**src/rtl/m2d_ram.sv**
```systemverilog
// Generic single-write, single-read RAM with registered read data.
// No dependencies.
`timescale 1ns / 1ps
`default_nettype none
module m2d_ram #(
  parameter int WIDTH = 8,
  parameter int DEPTH = 16,
  localparam int AW = (DEPTH > 1) ? $clog2(DEPTH) : 1
) (
  input  wire logic             clk,
  input  wire logic             wr_en,
  input  wire logic [AW-1:0]    wr_addr,
  input  wire logic [WIDTH-1:0] wr_data,
  input  wire logic             rd_en,
  input  wire logic [AW-1:0]    rd_addr,
  output logic      [WIDTH-1:0] rd_data
);

  logic [WIDTH-1:0] mem_r [DEPTH];
  logic [WIDTH-1:0] rd_data_r;

  always_ff @(posedge clk) begin
    if (wr_en) begin
      mem_r[wr_addr] <= wr_data;
    end
    if (rd_en) begin
      rd_data_r <= mem_r[rd_addr];
    end
  end

  assign rd_data = rd_data_r;

endmodule
`default_nettype wire

```
**config.mk**
```make
export PLATFORM = sky130hd
export DESIGN_NAME = m2d_ram
export DESIGN_NICKNAME = d
export VERILOG_FILES = /design/src/rtl/m2d_ram.sv
export SDC_FILE = /design/constraint.sdc
export NUM_CORES = 1
export LEC_CHECK = 0
export ABC_AREA = 1
export BUFFER_PORTS_ARGS = -buffer_cell sky130_fd_sc_hd__buf_2
export CAP_MARGIN = 20
export CORE_ASPECT_RATIO = 2
export CORE_UTILIZATION = 59
export DETAILED_ROUTE_END_ITERATION = 16
export HOLD_SLACK_MARGIN = 0.05
export MAX_ROUTING_LAYER = met4
export PLACE_DENSITY = 0.84
export SKIP_CTS_REPAIR_TIMING = 1
export SYNTH_ARGS = -nofsm -noshare
export SYNTH_HDL_FRONTEND = slang
export SYNTH_SLANG_ARGS = --single-unit
```
**constraint.sdc**
```tcl
create_clock -name clk -period 1.34 [get_ports clk]
set_input_delay 0.268 -clock clk [delete_from_list [all_inputs] [get_ports clk]]
set_output_delay 0.268 -clock clk [all_outputs]
set_load 0.02 [all_outputs]
```
==> impl_metrics.toml, run 1 <==
[global_route]
grt_pass1_wl_um = 20800
grtUsageTotal = 0.298
antenna_found_initial = 0
grt_overflow = 0
grt_start_max_net_pins = 49
grt_pass1_vias = 3994

[finish]
antennaDiodeCount = 0
final_cell_area_um2 = 6830
fill_cells = 666
drive_gt1_frac = 0.142
finalNonFillerCells = 745
nets = 619
syn_to_final_growth_pct = 16.7

[timing]
slew_headroom = 0.620
final_hold_viol_count = 0
min_period_ns = 1.27
slew_viol_final = 0
worst_slack_ns = 0.0674
max_freq_mhz = 786
finalClockSkew_ns = 0.00571
rsz0062_at_grt = "no"
setup_viol = 0
worstMarginPinSlew_ns = 0.569
min_period_over_period = 0.950

[die]
die_w_um = 72.4
coreArea_um2 = 9700
dieHeight_um = 143
ios = 27
die_area_um2 = 10300
rows = 51
start_util = 0.603

[synth]
syn_inst = 551
syn_avg_cell_area_um2 = 10.6
synth.cell_area_um2 = 5850
yosysUniqueCellTypes = 11
yosys_warnings = 0
syn_nets = 570
ys_seq_elements = 136
yosysSeqAreaShare = 0.698

[cts]
clk_pin_slew_ns = 0.06
cts.path.max_buffers = 2
htreeDepth = 4
clk-insertion-delay-late_ns = 0.42
cts_buffers = 17
cts_tree = "yes"
clock-sinks = 136
root_buffer = "clkbuf_16"

[routing]
drt_iter0_markers = 359
wl_um = 13500
via_per_inst = 5.40
num_vias = 4024
wl_per_cell_um = 18.1
drc_errors = 0
dr.pass1.iters = 5
ant_nets = 0

[critical_path]
rr_startpoint = "mem_r[3][7]$_DFFE_PP_"
endpoint_kind = "primary output"
crit_chain = "buf_2"
path_max_fanout = 1
arrival_ns = 1.00
critPathRequiredTime_ns = 1.07
cp_top_family = "flip-flops"
slowest_delay_ns = 0.40
critical_path.startpoint = "rd_data[7]$_DFFE_PP_"
crit_buf_inv = 1
slowest_stage = "edfxtp_1"
critPathKind = "reg2out"
cp-start-kind = "register"

[place]
hpwl_um = 8330
gp_congestion = 0.907
place_area_um2 = 6220
port_buffers = 26
dp.cells = 713
dp_slack_ns = -0.144

[flow_run]
drv_cap = 0

[pwr]
finalPower_w = 0.0102
ir_drop_uv = 1520
p_per_area_nw_per_um2 = 1490
leakagePower_nw = 2.97

[min_path]
min_from = "rd_en"
hold_path.class = "in2reg"

[status]
run_status = "finished clean"
-- synthesized netlist by cell type --
| library cell | n | area, um^2 |
|---|---|---|
| buf_1 | 1 | 3.75 |
| buf_6 | 6 | 67.6 |
| buf_4 | 4 | 30.0 |
| inv_2 | 2 | 7.51 |
| nand3_1 | 97 | 485 |
| nor2_1 | 17 | 63.8 |
| edfxtp_1 | 136 | 4080 |
| buf_2 | 13 | 65.1 |
| inv_1 | 100 | 375 |
| nand3b_1 | 2 | 15.0 |
| nand2_1 | 173 | 649 |
-- final timing paths --
check	slack (ns)	cells past startpoint	endpoint
setup / recovery	0.07	1	rd_data[7]
setup reg to reg	0.12	6	rd_data[7]$_DFFE_PP_
hold reg to reg	0.75	6	rd_data[2]$_DFFE_PP_
hold / removal	0.21	1	rd_data[6]$_DFFE_PP_
-- final cells by class --
| class | instances | area [um^2] | area share |
|---|---|---|---|
| flip-flops and latches | 136 | 4080 | 0.598 |
| multi-input cells | 289 | 1210 | 0.178 |
| well taps | 132 | 165 | 0.0242 |
| clock inverters | 15 | 176 | 0.0258 |
| repair buffers | 54 | 378 | 0.0554 |
| inverters | 102 | 383 | 0.0561 |
| clock buffers | 17 | 425 | 0.0623 |
-- kinds of logic after synthesis --
logic type    after synthesis  share of synthesized area
buf+inv                   126                     0.0939
flops                     136                      0.698
simple gates              289                      0.208
-- per-layer routing --
metal | GRT usage | up-vias | share of wire | wire, um
met5 | - | - | 0 | 0
met4 | 0.179 | 0 | 0.054 | 721
met3 | 0.0579 | 56 | 0.060 | 805
met2 | 0.495 | 216 | 0.54 | 7250
met1 | 0.325 | 1870 | 0.35 | 4690
li1 | - | 1882 | - | -
-- cell usage in the layout (no fill, tap or decap), drive strengths merged --
cell type,n
nand2,173
edfxtp,136
inv,104
nand3,97
buf,54
nor2,17
clkbuf,17
clkinvlp,5
clkinv,5
bufinv,3
nand3b,2
-- sequential cells by signal, indices dropped and copies added (netlist names) --
signal / count
rd_data: 8
mem_r: 128
-- stage by stage --
stage / setup TNS [ns] / util / hold slack [ns]
floorplan: 0 / - / 0.367
global placement: -0.631 / 0.642 / 0.633
detailed placement: -0.773 / 0.642 / 0.640
CTS: 0 / 0.704 / 0.203
global route: 0 / 0.704 / 0.205
finish: 0 / 0.704 / 0.213
-- where the power goes --
part	leakage, nW	switching (W)	internal (W)
clock network	0.279	0.00178	0.00292
registers	1.24	0.0000259	0.00479
logic	1.45	0.000443	0.000186
total	2.97	0.00225	0.00790
(Power assumes the default switching activity.)
==> inputs of run 2 (changes only) <==
- CORE_UTILIZATION: 59 -> 45
- PLACE_DENSITY: 0.84 -> 0.63
==> run 2 against run 1 <==
Sequential cell count did not move. First-iteration DRC count fell by 25%. Clock power rose by 2%. Routed wire length rose by 2.2%. Highest routed layer unchanged.
==> impl_metrics.toml, run 2 (synthesized netlist as in run 1, its figures left out) <==
[critical_path]
crit_buf_inv = 1
critPathRequiredTime_ns = 1.07
endpoint_kind = "primary output"
slowest_stage = "edfxtp_1"
critPathKind = "reg2out"
path_max_fanout = 1
cp-start-kind = "register"
cp_top_family = "flip-flops"
slowest_delay_ns = 0.39
crit_chain = "buf_2"
arrival_ns = 0.99

[die]
dieHeight_um = 163
die_area_um2 = 13500
coreArea_um2 = 12600
die_w_um = 82.6
ios = 27
start_util = 0.463
rows = 58

[pwr]
p_int_w = 0.00807
leakagePower_nw = 2.98
seqPwrFrac = 0.471
p_per_area_nw_per_um2 = 1490
ir_drop_uv = 1010
p_clk_frac = 0.467
finalPower_w = 0.0102
p_comb_frac = 0.062
p_sw_w = 0.00216
power_switching_share = 0.211

[global_route]
grt_start_max_net_pins = 41
grtUsageTotal = 0.237
grt_pass1_vias = 3861
antenna_found_initial = 0
grt_overflow = 0
grt_pass1_wl_um = 21200

[routing]
wl_um = 13800
drc_errors = 0
drt_iter0_markers = 271
via_per_inst = 5.11
ant_nets = 0
dr.pass1.iters = 4
num_vias = 3897
wl_per_cell_um = 18.1

[cts]
cts_tree = "yes"
htreeDepth = 4
cts_buffers = 17
clock-sinks = 136
cts.path.max_buffers = 2
root_buffer = "clkbuf_16"
clk_pin_slew_ns = 0.05
clk-insertion-delay-late_ns = 0.42

[timing]
slew_headroom = 0.589
slew_viol_final = 0
finalClockSkew_ns = 0.00962
max_freq_mhz = 796
worstMarginPinSlew_ns = 0.616
rsz0062_at_grt = "no"
min_period_over_period = 0.938
min_period_ns = 1.26
tns_ns = 0
setup_viol = 0
final_hold_viol_count = 0

[place]
port_buffers = 26
gp_congestion = 0.848
dp.cells = 731
hpwl_um = 9120

[finish]
drive_gt1_frac = 0.137
final-seq-area_um2 = 4080
finalNonFillerCells = 762
final_common_cell = "nand2_1"
largest_reg_flops = 128
fill_cells = 1088
antennaDiodeCount = 0
regMostFlops = "mem_r"
syn_to_final_growth_pct = 17.4
multi_input_area_um2 = 1210
layout_common_cells = "nand2_1 (173), edfxtp_1 (136), inv_1 (100)"
nets = 619

[status]
run_status = "finished clean"

[min_path]
hold_path.class = "in2reg"

[flow_run]
drv_cap = 0
run 2: power by group through the flow:
stage	Combinational, W	Sequential [W]	Clock (W)
after floorplan	0.000336	0.00493	0
after global placement	0.000634	0.00491	0
after detailed placement	0.000644	0.00491	0
after CTS	0.000648	0.00482	0.00483
after global routing	0.000700	0.00483	0.00501
final	0.000638	0.00482	0.00478
run 2: worst paths after layout:
| kind | from | to | slack, ns | cells past startpoint |
|---|---|---|---|---|
| hold reg to reg | mem_r[0][5]$_DFFE_PP_ | rd_data[5]$_DFFE_PP_ | 0.76 | 6 |
| setup / recovery | rd_data[6]$_DFFE_PP_ | rd_data[6] | 0.08 | 1 |
| hold / removal | rd_en | rd_data[3]$_DFFE_PP_ | 0.20 | 1 |
| setup reg to reg | mem_r[6][5]$_DFFE_PP_ | rd_data[5]$_DFFE_PP_ | 0.17 | 6 |
run 2: layer usage:
layer  routed length [um]  global-route usage  up-vias
li1                     -                   -     1875
met3                  682              0.0547       42
met1                 4970               0.248     1863
met4                  728               0.148        0
met2                 7380               0.391      117
met5                    0                   -        -
run 2: final cells by class:
type / instances / area share
repair buffers: 54 / 0.0569
clock buffers: 18 / 0.0625
clock inverters: 13 / 0.0261
flip-flops and latches: 136 / 0.595
well taps: 150 / 0.0273
multi-input cells: 289 / 0.177
inverters: 102 / 0.0558
run 2: per-stage QoR:
stage	setup slack [ns]	hold slack (ns)	util	instance area (um^2)
after floorplan	0.121	0.367	-	5850
after global placement	-0.167	0.619	0.496	6260
after detailed placement	-0.187	0.626	0.496	6260
after CTS	0.0733	0.193	0.544	6870
after global routing	0.0690	0.199	0.544	6870
final	0.0836	0.204	0.544	6870
