## config.mk

```make
export PLATFORM = sky130hd
export DESIGN_NAME = m2d_sqrt
export DESIGN_NICKNAME = d
export VERILOG_FILES = /design/src/rtl/m2d_pkg.sv /design/src/rtl/m2d_sqrt.sv
export SDC_FILE = /design/constraint.sdc
export NUM_CORES = 1
export LEC_CHECK = 0
export ABC_AREA = 1
export CORE_ASPECT_RATIO = 0.75
export CORE_MARGIN = 3
export CORE_UTILIZATION = 58
export DETAILED_ROUTE_END_ITERATION = 8
export DONT_BUFFER_PORTS = 1
export PLACE_DENSITY = 0.85
export REMOVE_ABC_BUFFERS = 1
export SYNTH_ARGS = -nofsm -noshare
export SYNTH_HDL_FRONTEND = slang
export SYNTH_SLANG_ARGS = --single-unit
```

## constraint.sdc

```tcl
create_clock -name clk -period 2.75 [get_ports clk]
set_input_delay 0 -clock clk [delete_from_list [all_inputs] [get_ports clk]]
set_output_delay 0 -clock clk [all_outputs]
set_load 0.005 [all_outputs]
```

## src/rtl/m2d_pkg.sv

```systemverilog
// Package for the masked 2x2 downsampler: sample constants, lane control
// struct, register indexes. No dependencies.
`timescale 1ns / 1ps
`default_nettype none
package m2d_pkg;

  localparam int SAMPLE_BITS = 16;
  localparam int NUM_CH      = 4;
  localparam logic [SAMPLE_BITS-1:0] SMAX = '1;
  localparam int PAIR_W      = SAMPLE_BITS + 1;   // sum of two samples
  localparam int SUM_W       = SAMPLE_BITS + 2;   // sum of four samples
  localparam int HALF_SHIFT  = 29 - SAMPLE_BITS;
  // 3 * RECIP3 = 2^19 + 1, exact floor(y/3) for y < 2^19
  localparam logic [17:0] RECIP3 = 18'd174763;
  // ceil(SMAX^2 / 10000)
  localparam logic [33:0] NM_THR = 34'd429484;

  localparam int SQ_IN_W   = 62;
  localparam int ROOT_W    = 31;
  localparam int NUM_W     = 48;
  localparam int QUO_BITS  = 17;
  localparam int QBIT_W    = 5;

  typedef enum logic [2:0] {
    REG_OUT_WIDTH  = 3'd0,
    REG_OUT_HEIGHT = 3'd1,
    REG_CHAN_COUNT = 3'd2,
    REG_CHAN_EN    = 3'd3,
    REG_NORMAL_MAP = 3'd4,
    REG_ALPHA_UNW  = 3'd5
  } cfg_reg_t;

  typedef struct packed {
    logic              avg_en;
    logic              sq_en;
    logic              prep_en;
    logic              div_en;
    logic [QBIT_W-1:0] div_bit;
    logic              div_last;
  } lane_ctrl_t;

endpackage
`default_nettype wire

```

## src/rtl/m2d_sqrt.sv

```systemverilog
// Bit-serial integer square root, two radicand bits per cycle.
// Depends on m2d_pkg.
`timescale 1ns / 1ps
`default_nettype none
module m2d_sqrt (
  input  wire logic                        clk,
  input  wire logic                        rst_n,
  input  wire logic                        start,
  input  wire logic [m2d_pkg::SQ_IN_W-1:0] x,
  output logic      [m2d_pkg::ROOT_W-1:0]  root,
  output logic                             done
);

  localparam int RW = m2d_pkg::ROOT_W + 2;

  logic [m2d_pkg::SQ_IN_W-1:0] x_r;
  logic [RW-1:0]               rem_r, rem_nxt, remsh, trial;
  logic [m2d_pkg::ROOT_W-1:0]  root_r, root_nxt;
  logic [4:0]                  cnt_r;
  logic                        busy_r, done_r, ge;

  always_comb begin
    remsh    = {rem_r[RW-3:0], x_r[m2d_pkg::SQ_IN_W-1 -: 2]};
    trial    = {root_r, 2'b01};
    ge       = (remsh >= trial);
    rem_nxt  = ge ? (remsh - trial) : remsh;
    root_nxt = {root_r[m2d_pkg::ROOT_W-2:0], ge};
  end

  always_ff @(posedge clk) begin
    if (!rst_n) begin
      busy_r <= 1'b0;
      done_r <= 1'b0;
      cnt_r  <= '0;
    end else begin
      done_r <= 1'b0;
      if (start) begin
        busy_r <= 1'b1;
        cnt_r  <= 5'(m2d_pkg::SQ_IN_W / 2);
      end else if (busy_r) begin
        cnt_r <= cnt_r - 5'd1;
        if (cnt_r == 5'd1) begin
          busy_r <= 1'b0;
          done_r <= 1'b1;
        end
      end
    end
  end

  always_ff @(posedge clk) begin
    if (start) begin
      x_r    <= x;
      rem_r  <= '0;
      root_r <= '0;
    end else if (busy_r) begin
      x_r    <= {x_r[m2d_pkg::SQ_IN_W-3:0], 2'b00};
      rem_r  <= rem_nxt;
      root_r <= root_nxt;
    end
  end

  assign root = root_r;
  assign done = done_r;

endmodule
`default_nettype wire

```

==> results of run 1 <==
## critical path: cells and delay by family, from the launching register on
family | cells | cell delay [ns]
flip-flops | 1 | 0.35
buffers and inverters | 3 | 0.23
AND/OR/NAND/NOR | 9 | 1.22
adder cells (fa/ha/maj) | 1 | 0.36
AO/OA/AOI/OAI | 1 | 0.21
## repair_timing
item                                    in CTS  in global routing
hold endpoints to repair                    69                  0
gates resized for setup                      0                  1
endpoints found under the setup margin       0                  3
setup buffers                                0                  0
hold buffers                                65                  0
## flip-flops by register name, summed over array words and instances, names as in the netlist
name / flops
done: 1
cnt_r: 5
rem_r: 31
root: 31
x_r: 62
busy_r: 1
## how the worst max path moves through the flow
stage | start | to | slack (ns) | cells past startpoint
finish | root[6]$_SDFFE_PP0P_ | root[0]$_SDFFE_PP0P_ | 0.19 | 14
global route | root[6]$_SDFFE_PP0P_ | root[0]$_SDFFE_PP0P_ | 0.01 | 14
CTS | root[6]$_SDFFE_PP0P_ | root[0]$_SDFFE_PP0P_ | 0.19 | 14
detailed placement | root[6]$_SDFFE_PP0P_ | root[0]$_SDFFE_PP0P_ | 0.23 | 14
global placement | root[6]$_SDFFE_PP0P_ | root[0]$_SDFFE_PP0P_ | 0.22 | 14
floorplan | busy_r$_SDFF_PN0_ | x_r[0]$_SDFFCE_PN0P_ | -0.47 | 2
## metal layers
metal | vias up | routed length, um | track usage, %
met5 | - | 0 | 0
met4 | 0 | 531 | 9.52
met3 | 45 | 2030 | 5.58
met2 | 384 | 10000 | 47.9
met1 | 3344 | 9970 | 46.1
li1 | 3583 | - | -
## power by group
group	internal [mW]	total, mW	switching, mW
combinational	2.32	7.12	4.79
sequential	2.33	2.50	0.172
clock	1.28	2.29	1.01
## final cells by class
class                   instances  area share, %
clock inverters                15           1.74
repair buffers                 79           8.59
well taps                     166           2.29
multi-input cells             782           40.9
flip-flops and latches        131           35.8
clock buffers                  17           4.69
inverters                     145           6.02
## cell usage after synthesis
cell type,n,area [um^2]
nand2_2,5,31.3
and2_1,3,18.8
a21oi_2,1,8.76
nand3_2,2,20.0
o22ai_1,30,188
ha_1,35,438
xor2_1,7,61.3
buf_4,1,7.51
nand3b_1,7,52.6
clkbuf_1,19,71.3
nor4_1,1,6.26
a21oi_1,19,95.1
a31oi_1,2,12.5
a21o_1,2,15.0
o21ai_0,8,40.0
o211ai_1,1,7.51
o21bai_1,4,30.0
buf_2,5,25.0
nand4_1,7,43.8
buf_6,3,33.8
nor2_4,1,11.3
or2_2,2,12.5
nor3_1,7,35.0
nor2_2,7,43.8
a221oi_1,1,8.76
buf_1,4,15.0
nor2_1,46,173
nand2_1,489,1840
edfxtp_1,62,1860
nand2_4,2,22.5
o21ai_1,6,30.0
inv_2,4,15.0
xnor2_1,6,52.6
inv_1,141,529
dfxtp_1,69,1380
nand3_1,81,405
## kinds of logic (layout without fill, tap and decap cells)
logic type               count (synthesis)  after routing
AO/OA/AOI/OAI                           74             74
buffers and inverters                  177            256
AND/OR/NAND/NOR                        660            660
XOR/XNOR                                13             13
adder cells (fa/ha/maj)                 35             35
flip-flops                             131            131
## stage by stage
stage          hold WS (ns)  TNS [ns]  worst slack (ns)  total power [mW]
6_report             0.0257         0             0.188              11.9
5_1_grt              0.0612         0            0.0112              12.9
4_1_cts             0.00594         0             0.187              11.6
3_5_place_dp          0.109         0             0.235              9.24
3_3_place_gp          0.103         0             0.219              9.19
2_1_floorplan        0.0976    -44.69            -0.473              7.50
==> results.md, run 1 <==
- Worst-margin pin slew: about 0.7 ns
- Site Rows: 35
- Overflow left after global routing: 0
- Final slew viol count: 0
- Wire length of the first global-routing pass: 36.9 mm
- Startpoint of the lowest-slack register-to-register path: root[6]$_SDFFE_PP0P_
- Number of routed nets with antenna violations: 0
- Total detailed-routing wirelength: 22.5 mm
- Hold path endpoint: busy_r$_SDFF_PN0_
- Filler Cells Inserted: slightly below 1,000
- Post-Synth XOR/XNOR Area: under 10%
- Die Span Y: ~110 um
- Clock network latency to the later pin of the worst-skew pair: 0.43 ns
- Cell at the root of the clock tree: clkbuf_16
- Mux cell area share after synthesis: 0%
- CTS tree: yes
- Static leakage power: roughly 4.6 nW
- Starting Density: between 60 and 70%
- Maximum fanout along the worst path: 32
- Adder and majority cell fraction of the synthesized area: 5.73%
- Seq/Total Area, Yosys: 42.5%
- IR drop worst, VDD: between 0.0009 and 0.001 V
- WP data required: 2.99 ns
- Sinks on the clock net: roughly 130
- Period Utilization, post-route: 93.2%
- Layout Cells excl Fill: around 1,300
- Antenna Diode Count: 0
- Number of nets in the final layout: approximately 1,300
- Antenna violations before repair: 0
- Count of mapped cells out of synthesis: around 1,100
- HPWL reported at the end of detailed placement: 14.4 mm
- Largest family of logic cells by synthesized area: simple AND/OR/NAND/NOR gates
- Crit-path slowest cell: ha_1
- Largest stage delay, worst path: roughly 0.36 ns
- Max-Cap Viols: 0
- Endpoints failing hold: 0
- Cell area after placement: around 0.0078 mm^2
- Fraction of final layout cells sized beyond drive strength 1: between 6 and 7%
- Pre-antenna DRT Iters: 7
- Critical path startpoint category: flop
- Full die area: 0.0146 mm^2
- Path depth of the worst reg2reg path: 14
- Startpoint of the most critical hold path: start
- Post-synthesis instance area: between 0.007 and 0.008 mm^2
- Flop2flop setup slack: between 0.15 and 0.2 ns
- Peak Freq: ~390 MHz
- Boundary Pins: between 90 and 100
- Clock edge transition at the registers on the reported setup and hold paths: approximately 0.070 ns
- Maximum buffer depth of the clock tree: 2
- Setup clock skew after layout: between 0.015 and 0.02 ns
- Number of synthesized register bits: between 100 and 150
- CP arrival: 2.80 ns
- Clock period minus worst slack: about 2.6 ns
- Cell breakdown of the critical path: inv_1, ha_1, nand2_1, inv_1, nand2_1, nand2_1, inv_1, nand3_2, nand2_1, nand2_2, nand2_4, nand2_4, nand2_4, o21ai_0
- Violation count after the first detailed-route iteration: 722
- Area occupied by multi-input gates: about 0.0037 mm^2
- Count of final setup violators: 0
- Overall via count from detail_route: ~7,400
- Mean number of vias per cell: around 5.5
- Post-route core utilization: between 70 and 80%
- Cell total after placement: around 1,200
- Leading cell types in the layout, fill and taps excluded: nand2_1 (489), inv_1 (140), nand3_1 (81), dfxtp_1 (69), dlygate4sd3_1 (64)
- Number of levels in the clock H-tree: 4
- Unrepaired setup endpoints after global routing: no
- Simple-gate area share of the yosys netlist: 35.5%
- Worst hold path cell count: 3
- Area Growth Syn to Fin: 18.7%
- GR Util All Layers: between 30% and 40%
- P per Cell Area: roughly 1300 mW/mm^2
- Count of different cell masters after synthesis: 36
- Core region area: around 0.013 mm^2
- Die X: about 140 um
- Sequential cell area: roughly 0.0032 mm^2
- Worst path most repeated cell: nand2_1
- Kind of end point of the critical path: flop
- Largest net degree at the start of global routing: between 60 and 70
- Final Wtd Congestion: a little under 1
- Wire length per cell: roughly 17 um
- Vias in the first global route: about 7,000
- Slew Limit Headroom: a little over half
- Reg-to-reg critical path endpoint: root[0]$_SDFFE_PP0P_
- Number of CTS-inserted buffers: 17
- Synthesized-area fraction occupied by ao, oa, aoi and oai cells: 5.70%
- Worst hold-check path type: input pin to flop
- Status: finished clean
- Crit Path Category: flop to flop
- Remaining DRCs: 0
- Total number of yosys warnings: 0
- Count of buffers from port buffering: 0
- Final design area excluding fillers: 0.00906 mm^2
- Most common cell after layout, fill and taps aside: nand2_1
- Mean instance size in the synthesized netlist: around 7 um^2
No activity file was read; power rests on OpenSTA's default activity.
==> run 2: changes to the inputs <==
--- a/config.mk
+++ b/config.mk
@@ -6,12 +6,12 @@
 export NUM_CORES = 1
 export LEC_CHECK = 0
 export ABC_AREA = 1
+export BUFFER_PORTS_ARGS = -buffer_cell sky130_fd_sc_hd__buf_2
 export CORE_ASPECT_RATIO = 0.75
 export CORE_MARGIN = 3
-export CORE_UTILIZATION = 58
+export CORE_UTILIZATION = 53
 export DETAILED_ROUTE_END_ITERATION = 8
-export DONT_BUFFER_PORTS = 1
-export PLACE_DENSITY = 0.85
+export PLACE_DENSITY = 0.86
 export REMOVE_ABC_BUFFERS = 1
 export SYNTH_ARGS = -nofsm -noshare
 export SYNTH_HDL_FRONTEND = slang
==> results.md, run 2 (synthesis results as in run 1) <==
- Status: finished clean
- Cell breakdown of the critical path: inv_1, ha_1, nand2_1, nor2_2, nand2_1, nor2_2, nand2_1, nand3_2, nor2_4, nand2_4, buf_12, nand3_1, nand2_1, nand2_1
- Area occupied by multi-input gates: about 0.0037 mm^2
- Max FFs per register: 62
- Worst hold-check path type: input pin to flop
- Largest net degree at the start of global routing: 64
- Clock period minus worst slack: 2.36 ns
- IR drop worst, VDD: 0.000890 V
- Area Growth Syn to Fin: 24.6%
- Place WS: approximately 0.44 ns
- Filler Cells Inserted: around 1,100
- Sequential cell area: 0.00324 mm^2
- Static leakage power: roughly 5 nW
- Cell area after placement: about 0.0083 mm^2
- Final slew viol count: 0
- GR Util All Layers: between 20% and 30%
- Count of buffers from port buffering: 96
- Met3 Usage GRT: 5.74%
- Slew Limit Headroom: about a fifth
- Critical path's top delay family: simple AND/OR/NAND/NOR gates
- Leading cell types in the layout, fill and taps excluded: nand2_1 (489), inv_1 (140), buf_2 (96), nand3_1 (81), dfxtp_1 (69)
- Met1 layer usage reported by global route: roughly two fifths
- CP arrival: about 2.7 ns
- Site Rows: 37
- Overflow left after global routing: 0
- Largest reg by FF count: x_r
- Cell at the root of the clock tree: clkbuf_16
- Clock network latency to the later pin of the worst-skew pair: 0.43 ns
- Final Wtd Congestion: roughly 0.95
- Pre-antenna DRT Iters: 7
- Core region area: ~0.014 mm^2
- Cell total after placement: ~1,300
- Starting Density: a little under three fifths
- Layout Cells excl Fill: 1,438
- Total detailed-routing wirelength: ~22 mm
- Kind of end point of the critical path: flop
- Most common cell after layout, fill and taps aside: nand2_1
- Fraction of final layout cells sized beyond drive strength 1: a little over an eighth
- Number of routed nets with antenna violations: 0
- Number of nets in the final layout: 1,349
- Worst path bufs/invs: 2
- Post-route core utilization: a little under 70%
- Sinks on the clock net: around 130
- Violation count after the first detailed-route iteration: 728
- Crit Path Category: flop to flop
- Die Span Y: 110 um
- Final design area excluding fillers: roughly 0.0095 mm^2
- CTS tree: yes
- Worst path most repeated cell: nand2_1
- Clock edge transition at the registers on the reported setup and hold paths: 0.06 ns
- Maximum fanout along the worst path: 14
- Critical path startpoint category: flop
- Final TNS setup: 0 ns
- Wire length per cell: 15.4 um
- Global routing met2 resource utilization: 42.6%
- Count of final setup violators: 0
- Period Utilization, post-route: between 80% and 90%
- Largest stage delay, worst path: about 0.42 ns
- Die X: 145 um
- WP data required: approximately 3 ns
- Max-Cap Viols: 0
- Overall via count from detail_route: between 7,000 and 8,000
- # resized after CTS: 0
- HPWL reported at the end of detailed placement: ~14 mm
- Wire length of the first global-routing pass: ~35 mm
- Peak Freq: between 400 and 500 MHz
- Mean number of vias per cell: 5.28
- Setup clock skew after layout: approximately 0.012 ns
- Crit-path slowest cell: ha_1
- Vias in the first global route: roughly 7,000
- P per Cell Area: between 1000 and 1500 mW/mm^2
- Most Crowded Layer GR: met2
- Remaining DRCs: 0
- Full die area: between 0.015 and 0.02 mm^2
- Worst-margin pin slew: between 1 and 1.5 ns
- Number of CTS-inserted buffers: 17
- Post-CTS Setup Inserts: 0
- Number of levels in the clock H-tree: 4
- Endpoints failing hold: 0
- Unrepaired setup endpoints after global routing: no
- Antenna violations before repair: 1
- Boundary Pins: 97
- Fin worst setup slack: approximately 0.39 ns
- Maximum buffer depth of the clock tree: 2
## run 2: per-stage QoR
step | power [mW] | hold slack [ns]
2_1_floorplan | 7.50 | 0.0976
3_3_place_gp | 9.40 | 0.238
3_5_place_dp | 9.50 | 0.249
4_1_cts | 11.8 | 0.0270
5_1_grt | 12.9 | 0.0868
6_report | 12.0 | 0.0425
## run 2: what timing repair did
item / 4_1_cts / 5_1_grt
endpoints found under the hold margin: 69 / 0
setup endpoints to repair: 0 / 0
hold buffers: 63 / 0
## run 2: path summary, 6_finish.rpt
kind	startpoint	endpoint	slack (ns)	depth (start not counted)
max	root[18]$_SDFFE_PP0P_	rem_r[28]$_SDFFE_PP0P_	0.39	14
min	start	busy_r$_SDFF_PN0_	0.04	3
max reg2reg	root[18]$_SDFFE_PP0P_	rem_r[28]$_SDFFE_PP0P_	0.39	14
min reg2reg	rem_r[29]$_SDFFE_PP0P_	rem_r[29]$_SDFFE_PP0P_	0.47	2
## run 2: final cells by class
type / instances / share of cell area [%]
antenna: 1 / 0.0263
clock buffer: 17 / 4.47
clock inverter: 15 / 1.39
inverter: 145 / 5.73
multi-input combinational: 782 / 38.9
sequential: 131 / 34.1
tap: 175 / 2.30
timing repair buffer: 172 / 13.1
## run 2: routing by layer
metal,vias to the layer above,part of all wire [%]
met1,3458,45
met3,39,8.7
met4,0,1.9
met5,-,0
met2,323,45
li1,3775,-
## run 2: where the power goes
part | switching [mW] | internal, mW | leakage [nW]
combinational | 4.75 | 2.52 | 3.53
sequential | 0.168 | 2.33 | 1.20
clock | 0.954 | 1.25 | 0.267
total | 5.87 | 6.09 | 5.00
## run 2: worst min-delay path, delay by kind of cell
kind,cells,cell delay (ns)
buf+inv,2,0.29
compound gates,1,0.14
==> run 3: changes to the inputs <==
--- a/config.mk
+++ b/config.mk
@@ -12,6 +12,7 @@
 export CORE_UTILIZATION = 53
 export DETAILED_ROUTE_END_ITERATION = 8
 export PLACE_DENSITY = 0.86
+export RECOVER_POWER = 100
 export REMOVE_ABC_BUFFERS = 1
 export SYNTH_ARGS = -nofsm -noshare
 export SYNTH_HDL_FRONTEND = slang
==> results.md, run 3 (synthesis results as in run 1) <==
- Violation count after the first detailed-route iteration: around 750
- Largest reg by FF count: x_r
- Pre-antenna DRT Iters: 7
- Amount of wire on met3 after detailed routing: 1.73 mm
- Full die area: approximately 0.016 mm^2
- Maximum fanout along the worst path: 14
- Endpoints failing hold: 0
- Post-CTS Setup Inserts: 0
- Maximum buffer depth of the clock tree: 2
- Most common cell after layout, fill and taps aside: nand2_1
- WP data required: 3.07 ns
- Cell at the root of the clock tree: clkbuf_16
- Largest stage delay, worst path: between 0.4 and 0.5 ns
- Unrepaired setup endpoints after global routing: no
- Slew Limit Headroom: -59.4%
- CP arrival: ~2.8 ns
- Leading cell types in the layout, fill and taps excluded: nand2_1 (489), inv_1 (140), nand3_1 (81), buf_2 (73), dfxtp_1 (69)
- Worst path bufs/invs: 2
- Wire length of the first global-routing pass: about 35 mm
- Overflow left after global routing: 0
- Fraction of final layout cells sized beyond drive strength 1: a little over a tenth
- HPWL reported at the end of detailed placement: between 10 and 15 mm
- Count of final setup violators: 0
- Number of routed nets with antenna violations: 0
- Die X: approximately 140 um
- Worst hold path cell count: 3
- Violations in the final reports: capacitance limit, slew limit
- Vias in the first global route: between 6,000 and 7,000
- Clock edge transition at the registers on the reported setup and hold paths: ~0.060 ns
- Path depth of the worst reg2reg path: 14
- Remaining DRCs: 0
- Final Wtd Congestion: approximately 0.95
- Site Rows: 37
- Final design area excluding fillers: 0.00946 mm^2
- Largest net degree at the start of global routing: 64
- Layout Cells excl Fill: 1,438
- Status: complete, but fails checks
- Core region area: ~0.014 mm^2
- Worst hold-check path type: input pin to flop
- Max FFs per register: 62
- Flop2flop setup slack: ~0.29 ns
- DR top layer: met4
- # resized after CTS: 0
- Sinks on the clock net: 131
- Hold path endpoint: x_r[38]$_DFFE_PP_
- Crit-path slowest cell: ha_1
- Clock period minus worst slack: approximately 2.5 ns
- Wl on met1: 10.2 mm
- Final slew viol count: 59
- Overall via count from detail_route: between 7,000 and 8,000
- Die Span Y: about 110 um
- Critical path startpoint category: flop
- Cell area after placement: approximately 0.0083 mm^2
- Cell total after placement: 1,342
- Wire length per cell: 15.5 um
- Setup clock skew after layout: about 0.011 ns
- Mean number of vias per cell: 5.30
- P per Cell Area: about 1300 mW/mm^2
- Period Utilization, post-route: about 89%
- Clock network latency to the later pin of the worst-skew pair: around 0.43 ns
- Total detailed-routing wirelength: 22.2 mm
- CTS tree: yes
- Starting Density: around 55%
- Stages on worst setup path: 14
- Max-Cap Viols: 1
- Crit Path Category: flop to flop
- Number of CTS-inserted buffers: 17
- Startpoint of the lowest-slack register-to-register path: root[18]$_SDFFE_PP0P_
- Area Growth Syn to Fin: 23.8%
- Cell breakdown of the critical path: inv_1, ha_1, nand2_1, nor2_1, nand2_1, nor2_2, nand2_1, nand3_2, nor2_4, nand2_4, buf_12, nand3_1, nand2_1, nand2_1
- Count of buffers from port buffering: 96
- Antenna violations before repair: 1
- Static leakage power: around 4.9 nW
- Reg-to-reg critical path endpoint: rem_r[28]$_SDFFE_PP0P_
- Critical path's top delay family: simple AND/OR/NAND/NOR gates
- Number of nets in the final layout: between 1,000 and 1,500
- Startpoint of the most critical hold path: start
- Kind of end point of the critical path: flop
- Wire length on met2: 9.86 mm
- Peak Freq: just over 400 MHz
- Boundary Pins: 97
- Worst path most repeated cell: nand2_1
- Worst-margin pin slew: around 2.4 ns
- IR drop worst, VDD: slightly below 0.0009 V
- Number of levels in the clock H-tree: 4
- GR Util All Layers: 28.2%
run 3: changes by cell type in the layout (fill, tap and decap cells not counted), sizes merged:
cell    delta
buf       -27
clkbuf    +27
clkinv     +1
inv        -1
run 3: worst max path at each step:
stage	startpoint	to	slack [ns]
after CTS	root[6]$_SDFFE_PP0P_	rem_r[2]$_SDFFE_PP0P_	0.43
final	root[18]$_SDFFE_PP0P_	rem_r[28]$_SDFFE_PP0P_	0.29
after floorplan	busy_r$_SDFF_PN0_	x_r[0]$_SDFFCE_PN0P_	-0.47
after detailed placement	root[6]$_SDFFE_PP0P_	rem_r[2]$_SDFFE_PP0P_	0.44
after global placement	root[18]$_SDFFE_PP0P_	rem_r[28]$_SDFFE_PP0P_	0.49
after global routing	root[18]$_SDFFE_PP0P_	rem_r[2]$_SDFFE_PP0P_	0.12
run 3: final cells by class:
cell class,instances,area [um^2]
clock buffers,17,425
diodes,1,2.50
well taps,175,219
fillers,1125,4430
repair buffers,172,1190
multi-input cells,782,3700
inverters,145,546
clock inverters,15,133
flip-flops and latches,131,3240
run 3: power breakdown:
group | internal, mW | total [mW] | switching (mW)
logic | 2.51 | 7.26 | 4.75
registers | 2.33 | 2.50 | 0.170
clock network | 1.25 | 2.20 | 0.955
run 3: timing repair:
item,in CTS,in global routing
hold endpoints to repair,69,0
hold buffers,63,0
setup endpoints to repair,0,0
run 3: per-layer routing:
| metal | vias up | GRT usage, % |
|---|---|---|
| met2 | 312 | 42.6 |
| met1 | 3487 | 40.1 |
| met5 | - | 0 |
| met4 | 0 | 10.5 |
| li1 | 3772 | - |
| met3 | 46 | 5.74 |
run 3: metrics by stage:
step	setup slack (ns)	hold WS [ns]	power [mW]	utilization, %	TNS, ns
after floorplan	-0.473	0.0976	7.50	-	-44.69
after global placement	0.490	0.238	9.40	59.9	0
after detailed placement	0.444	0.249	9.50	59.9	0
after CTS	0.433	0.0270	11.8	68.5	0
after global routing	0.116	0.225	12.9	68.1	0
final	0.294	0.187	12.0	68.1	0
run 3: tightest hold or removal path, cell delays in order:
cell	delay [ns]
clkbuf_1	0.26
nand2_1	0.14
nand2_1	0.05
